--- config.mk ---
export PLATFORM = sky130hd
export DESIGN_NAME = tmmt_cell
export DESIGN_NICKNAME = d
export VERILOG_FILES = /design/src/design/assert_macros.svh /design/src/design/tmmt_pkg.sv /design/src/design/tmmt_cell.sv
export SDC_FILE = /design/constraint.sdc
export NUM_CORES = 1
export LEC_CHECK = 0
export ABC_AREA = 1
export ABC_CLOCK_PERIOD_IN_PS = 2790
export BUFFER_PORTS_ARGS = -buffer_cell sky130_fd_sc_hd__clkbuf_2
export CAP_MARGIN = 25
export CORE_MARGIN = 5
export CORE_UTILIZATION = 29
export DETAILED_ROUTE_END_ITERATION = 10
export GPL_TIMING_DRIVEN = 1
export PLACE_DENSITY = 0.6
export RECOVER_POWER = 25
export SLEW_MARGIN = 40
export SYNTH_ARGS = -nofsm -noshare
export SYNTH_HDL_FRONTEND = slang
export SYNTH_SLANG_ARGS = --single-unit
export TNS_END_PERCENT = 5
--- constraint.sdc ---
create_clock -name clk -period 2.79 [get_ports clk]
set_input_delay 0.279 -clock clk [delete_from_list [all_inputs] [get_ports clk]]
set_output_delay 0.279 -clock clk [all_outputs]
set_load 0.02 [all_outputs]
--- src/design/assert_macros.svh ---
// Assertion macros shared by the RTL.
// Needs a clk and a rst signal in the scope where the macros are used.
`ifndef ASSERT_MACROS_SVH
`define ASSERT_MACROS_SVH

// Property checked on every rising clk edge, off while rst is high.
`define CHECK_CLK(label, prop, msg) \
  label: assert property (@(posedge clk) disable iff (rst) (prop)) else $error(msg);

// Property checked on every rising clk edge, also during reset.
`define CHECK_ALWAYS(label, prop, msg) \
  label: assert property (@(posedge clk) (prop)) else $error(msg);

`endif

--- src/design/tmmt_pkg.sv ---
// Package for the top-k min/max tracker: sizes, command codes and beat structs.
// No dependencies.
package tmmt_pkg;

  localparam int MAX_BEST    = 16;
  localparam int SAMPLE_BITS = 32;
  localparam int POS_BITS    = 32;
  localparam int RANK_BITS   = 5;
  localparam int CFG_BITS    = 5;
  localparam int COUNT_BITS  = $clog2(MAX_BEST + 1);

  localparam logic [1:0] CMD_ACCUM = 2'd0;
  localparam logic [1:0] CMD_QUERY = 2'd1;
  localparam logic [1:0] CMD_CLEAR = 2'd2;

  typedef struct packed {
    logic [1:0]                    command;
    logic signed [SAMPLE_BITS-1:0] sample;
    logic [RANK_BITS-1:0]          rank;
  } in_item_t;

  typedef struct packed {
    logic                          ok;
    logic signed [SAMPLE_BITS-1:0] min_value;
    logic [POS_BITS-1:0]           min_position;
    logic signed [SAMPLE_BITS-1:0] max_value;
    logic [POS_BITS-1:0]           max_position;
  } out_item_t;

  typedef struct packed {
    logic signed [SAMPLE_BITS-1:0] value;
    logic [POS_BITS-1:0]           position;
  } entry_t;

  // per-cell control decoded from held count and rank
  typedef struct packed {
    logic active;
    logic last;
    logic pick;
  } cell_ctl_t;

  // handed from a cell to its right neighbor
  typedef struct packed {
    entry_t lo;
    entry_t hi;
    logic   ins_lo;
    logic   ins_hi;
  } link_t;

  // masked status, OR-reduced over the row
  typedef struct packed {
    logic   lt_lo;
    logic   gt_hi;
    entry_t q_lo;
    entry_t q_hi;
  } cell_stat_t;

endpackage

--- src/design/tmmt_cell.sv ---
// One rank slot of the tracker: holds the min-list and max-list entries of that rank.
// Depends on tmmt_pkg.
module tmmt_cell import tmmt_pkg::*; (
  input  logic                          clk,
  input  cell_ctl_t                     ctl,
  input  logic                          en_lo,
  input  logic                          en_hi,
  input  logic signed [SAMPLE_BITS-1:0] sample,
  input  logic [POS_BITS-1:0]           pos_in,
  input  link_t                         prev,
  output link_t                         link,
  output cell_stat_t                    stat
);

  entry_t lo;
  entry_t hi;
  entry_t fresh;
  logic   ins_lo;
  logic   ins_hi;
  logic   lt_lo;
  logic   gt_hi;

  always_comb begin
    fresh.value    = sample;
    fresh.position = pos_in;
    // newer sample goes ahead of equal values; empty slots always take
    ins_lo = !ctl.active || ($signed(sample) <= $signed(lo.value));
    ins_hi = !ctl.active || ($signed(sample) >= $signed(hi.value));
    lt_lo  = $signed(sample) < $signed(lo.value);
    gt_hi  = $signed(sample) > $signed(hi.value);

    link.lo     = lo;
    link.hi     = hi;
    link.ins_lo = ins_lo;
    link.ins_hi = ins_hi;

    stat.lt_lo = ctl.last && lt_lo;
    stat.gt_hi = ctl.last && gt_hi;
    stat.q_lo  = ctl.pick ? lo : '0;
    stat.q_hi  = ctl.pick ? hi : '0;
  end

  always_ff @(posedge clk) begin
    if (en_lo) begin
      if (prev.ins_lo) begin
        lo <= prev.lo;
      end else if (ins_lo) begin
        lo <= fresh;
      end
    end
    if (en_hi) begin
      if (prev.ins_hi) begin
        hi <= prev.hi;
      end else if (ins_hi) begin
        hi <= fresh;
      end
    end
  end

endmodule

After elaboration in Yosys (flattened, before gate mapping)
Index checks and enable logic that the tools add are counted.

word-level totals
  flip-flop bits (word level) = 128
  output and inout port bits = 260
  logic and storage cells = 23

cells by class
  magnitude comparators = 4
  mux-type cells = 6
  reduce and logical (&&, ||, !) cells = 9

operator list
  operator                            number
  2-to-1 mux 64 bit                   6
  greater-or-equal comparator 32 bit  1
  > comparator 32 bit                 1
  less-or-equal comparator 32 bit     1
  less-than comparator 32 bit         1
  AND reduction 2 bit                 2
  nonzero test 2 bit                  2
  logical AND 1 bit                   2
  logical OR 1 bit                    2
  logical NOT 1 bit                   1

Depth between registers and ports, before layout
  word-level depth = 4
  depth in mapped cells = 17
  mapped depth without buffers = 17

Worst setup path after synthesis
Ideal clock, no wire load.

  path type = register -> register
  from = register hi (netlist bit link[65])
  to = register hi (netlist bit link[10]), enable pin
  setup time = 0.418 ns
  data arrival time = 2.851 ns
  data required time = 2.372 ns
  setup slack = -0.479 ns
  cell stages (with the launch flop) = 12
  cells stage by stage = edfxtp_1 > inv_1 > ha_1 > nand2_1 > nor2_2 > nand2_2 > nor3b_2 > and3_1 > nor2_1 > nand4_1 > nand2_1 > inv_1

between the ends
  cells in the longest elaborated chain, start to end = 4

RTL lines
  item                                  RTL line         source
  from (decl)                           tmmt_cell.sv:16  entry_t hi;
  from (signal assigned)                tmmt_cell.sv:53  hi <= prev.hi;
  from (signal assigned)                tmmt_cell.sv:55  hi <= fresh;
  greater-or-equal comparator 32 bit    tmmt_cell.sv:28  ins_hi = !ctl.active || ($signed(sample) >= $signed(hi.value));
  logical OR 1 bit                      tmmt_cell.sv:28
  nonzero test 2 bit (no source line)   --
  AND reduction 2 bit (no source line)  --

Every way passes these cells.
A chain may end at the register's enable or synchronous reset.

==> results summary <==
After detailed placement, the total cell area comes to about 11000 um^2. The worst hold path terminates at link[70]. Leaving out fill and tap cells, the most frequent cell in the layout is clkbuf_2. The die outline width came out at approximately 180 um.

The xor and xnor area share after synthesis is 0%. The critical path is of the flop to output port type. The power density of the placed cells came out at between 500 and 600 nW/um^2. The number of DRC markers in iteration 0 is 350. edfxtp_1 takes more of the synthesized area than any other cell.

The area fraction in and, or, nand and nor cells after synthesis came out at roughly 18%. The share of synthesized area occupied by flip-flops and latches came out at 47.1%. The number of global-route vias before repair came out at 8116. The remaining global-route overflow is 0.

The post-cts hold buffer count is 0. Dividing the detail-routed via count by the number of cells gives between 4 and 5. The number of max-cap violations came out at 2. The DRC violation count after routing came out at 0. The count of nets left with antenna violations once routing finished came out at 0. For this block, the via count after detailed routing is just over 8000.

After synthesis the netlist holds a flip-flop and latch count of between 100 and 150. The number of buffers created by CTS is 17. In this run the most critical hold path is launched from prev[70]. The register with the most flip-flops in the layout has around 130 of them.

The cell area that synthesis handed to floorplanning was roughly 8000 um^2. The sequential cell area in the final layout is 3840 um^2. The area of the die came out at approximately 32000 um^2. The starting density of the core is between 20% and 30%. The initial antenna violation count came out at 0.

The buffer cell driving the clock tree root is clkbuf_16. The CTS tree is done. The number of fill cells came out at 2975. Setup repair after global routing left no endpoint under its margin. In this run the register-to-register setup slack is ~0.37 ns. The sum of net half-perimeters after detailed placement is 25700 um. CTS saw approximately 130 sinks. The transition time at the pin with the least slew margin is between 1.5 and 2 ns.

CTS built an H-tree with a depth of 4. Clock-pin slew was measured on the worst setup and hold paths at about 0.07 ns. The count of pins on the block boundary is 460. The logic depth of the worst register-to-register path is 12. The number of port buffers came out at between 400 and 500. The row count is just over 60.

The post-synth net total is around 1300. Counting instances, the worst hold path has a depth of 3. The remaining max-slew budget at the tightest pin is -14.7%. Leaving out fill and tap cells, the most frequent cells in the layout are clkbuf_2, nand2_1, inv_1. The post-detailed-route wirelength per cell came out at 16.6 um. From bottom edge to top edge, the die measures about 180 um. The fraction of synthesized area in multiplexers is 0%.

The clock period minus final worst setup slack came out at roughly 2.7 ns. The post-route netlist has roughly 34% of its cells at a drive strength greater than 1. In this run the critical register-to-register path is launched from link[36]. The worst setup path is captured at an output port. The largest buffer count on any clock path came out at 2. A synthesized cell averages between 7 and 8 um^2.

The number of diodes is 0. The warning count from the yosys run came out at 0. Wires add up to roughly 31000 um.

The max-slew violation count came to 73. The maximum clock rate is between 300 and 400 MHz. Dividing the final minimum period by the clock period gives about 97%. After routing the design area is approximately 12000 um^2.

The worst hold path belongs to the class input pin to flop. The share of the synthesized area in compound gates (AO/OA/AOI/OAI) is roughly a tenth. The flow ran to the end, but the final reports show violations. The insertion delay of the later-clocked pin in the worst-skew pair came out at around 0.42 ns.

Global routing used a little under a fifth of the available tracks. Along the worst path, the maximum fanout reaches 3. From synthesis to final layout, the design area changed by 42.7%. The number of library cell types mapped by synthesis is 26. The arrival time reported for the critical path endpoint is approximately 2.4 ns. The static power due to leakage is 6.91 nW. The global placement routability congestion came out at roughly 0.88.

Ranked by total cell area, the synthesized netlist is headed by edfxtp_1, nand2_1, inv_1. The multi-input combinational cells in the finished layout cover a total of approximately 3100 um^2. The hold violation count in the final report is 0. The terminus of the critical flop-to-flop path is link[12]. The cell count after synthesis came out at between 1000 and 1500. The synthesized design devotes to its leading area cell type 47.1% of total area. The number of nets in the layout is between 1500 and 2000. The final reports fail on capacitance limit, slew limit.

Setup total negative slack on the finished layout was measured at 0 ns. The worst-case hold slack is 0.142 ns. The required time of the worst setup path is roughly 2.5 ns. The pin count of the biggest net entering global routing is 95. The final worst clock skew is around 0.014 ns. The core region is 27800 um^2. The post-synthesis share of cell area spent on full adders, half adders and majority gates came out at under 10%. The worst supply voltage drop on vdd came out at roughly 0.32 mV. The worst setup path is launched from a flop. The largest family of logic cells by synthesized area is simple AND/OR/NAND/NOR gates. Before antenna repair, the detailed router went through 5 iterations. The number of endpoints failing setup at the final stage came out at 0.

The wire length of the first global-routing pass is approximately 46000 um.
logic make-up after synthesis:
family,after synthesis
flops,128
buf+inv,321
fa+ha+maj,64
simple gates,375
compound gates,165
repair_timing:
action	CTS	global route
endpoints found under the setup margin	2	4
setup buffers	1	2
cloned	0	0
resized for setup	3	11
per-stage QoR:
step	total power (W)	setup slack, ns	instances	utilization [%]
final	0.00657	0.0913	1892	41.9
after global routing	0.00692	0.00784	1892	41.9
after CTS	0.00665	-0.0184	1890	41.8
after detailed placement	0.00408	0.249	1857	39.4
after global placement	0.00406	0.263	1857	39.4
after floorplan	0.00336	-0.0782	1053	-
power breakdown:
group,internal [W],switching (W),leakage (nW),total (W)
registers,0.00233,0.000115,1.25,0.00244
clock network,0.00161,0.000938,0.313,0.00254
logic,0.000543,0.00105,5.35,0.00159
worst max-delay path by stage:
stage / startpoint / to / slack (ns) / depth (start not counted)
2_1_floorplan: link[63] / link[10] / -0.08 / 11
3_3_place_gp: link[129] / stat[129] / 0.26 / 11
3_5_place_dp: link[36] / link[12] / 0.25 / 12
4_1_cts: link[45] / stat[128] / -0.02 / 11
5_1_grt: link[45] / stat[128] / 0.008 / 14
6_report: link[45] / stat[128] / 0.09 / 11
layout make-up:
type,count,area share (%)
well taps,378,4.06
multi-input cells,604,27.0
repair buffers,473,21.3
flip-flops and latches,128,33.0
clock inverters,14,1.95
clock buffers,18,3.69
inverters,277,9.00
cell usage after synthesis:
cell	count
nor3_1	1
nor3b_2	1
or2_2	1
and3_1	1
ha_1	64
buf_4	2
nor2_1	22
clkbuf_1	38
inv_1	273
clkinv_1	2
nand2_2	1
buf_1	4
a21oi_2	1
inv_2	2
o21ai_0	131
and2_4	1
nand4_1	5
nand3_1	6
a21oi_1	27
and2_1	1
o21ai_1	1
edfxtp_1	128
o21a_1	3
nor2_2	2
nand2_1	333
a21o_1	2
layer usage:
metal	share of wire (%)	global-route usage, %
met1	38	21.5
met5	0	0
met4	2.4	5.77
met3	8.8	5.75
met2	51	34.6
worst max-delay path: stages, from the launching register on:
cell and delay (ns):
edfxtp_1 0.42, inv_1 0.07, ha_1 0.31, a21oi_1 0.16
nand2_1 0.08, a21oi_1 0.15, nand2_1 0.11, nand2_1 0.10
nand3_1 0.10, and2_4 0.19, nor2_4 0.14, buf_4 0.17
Note: power is estimated with default switching activity, not from simulation.
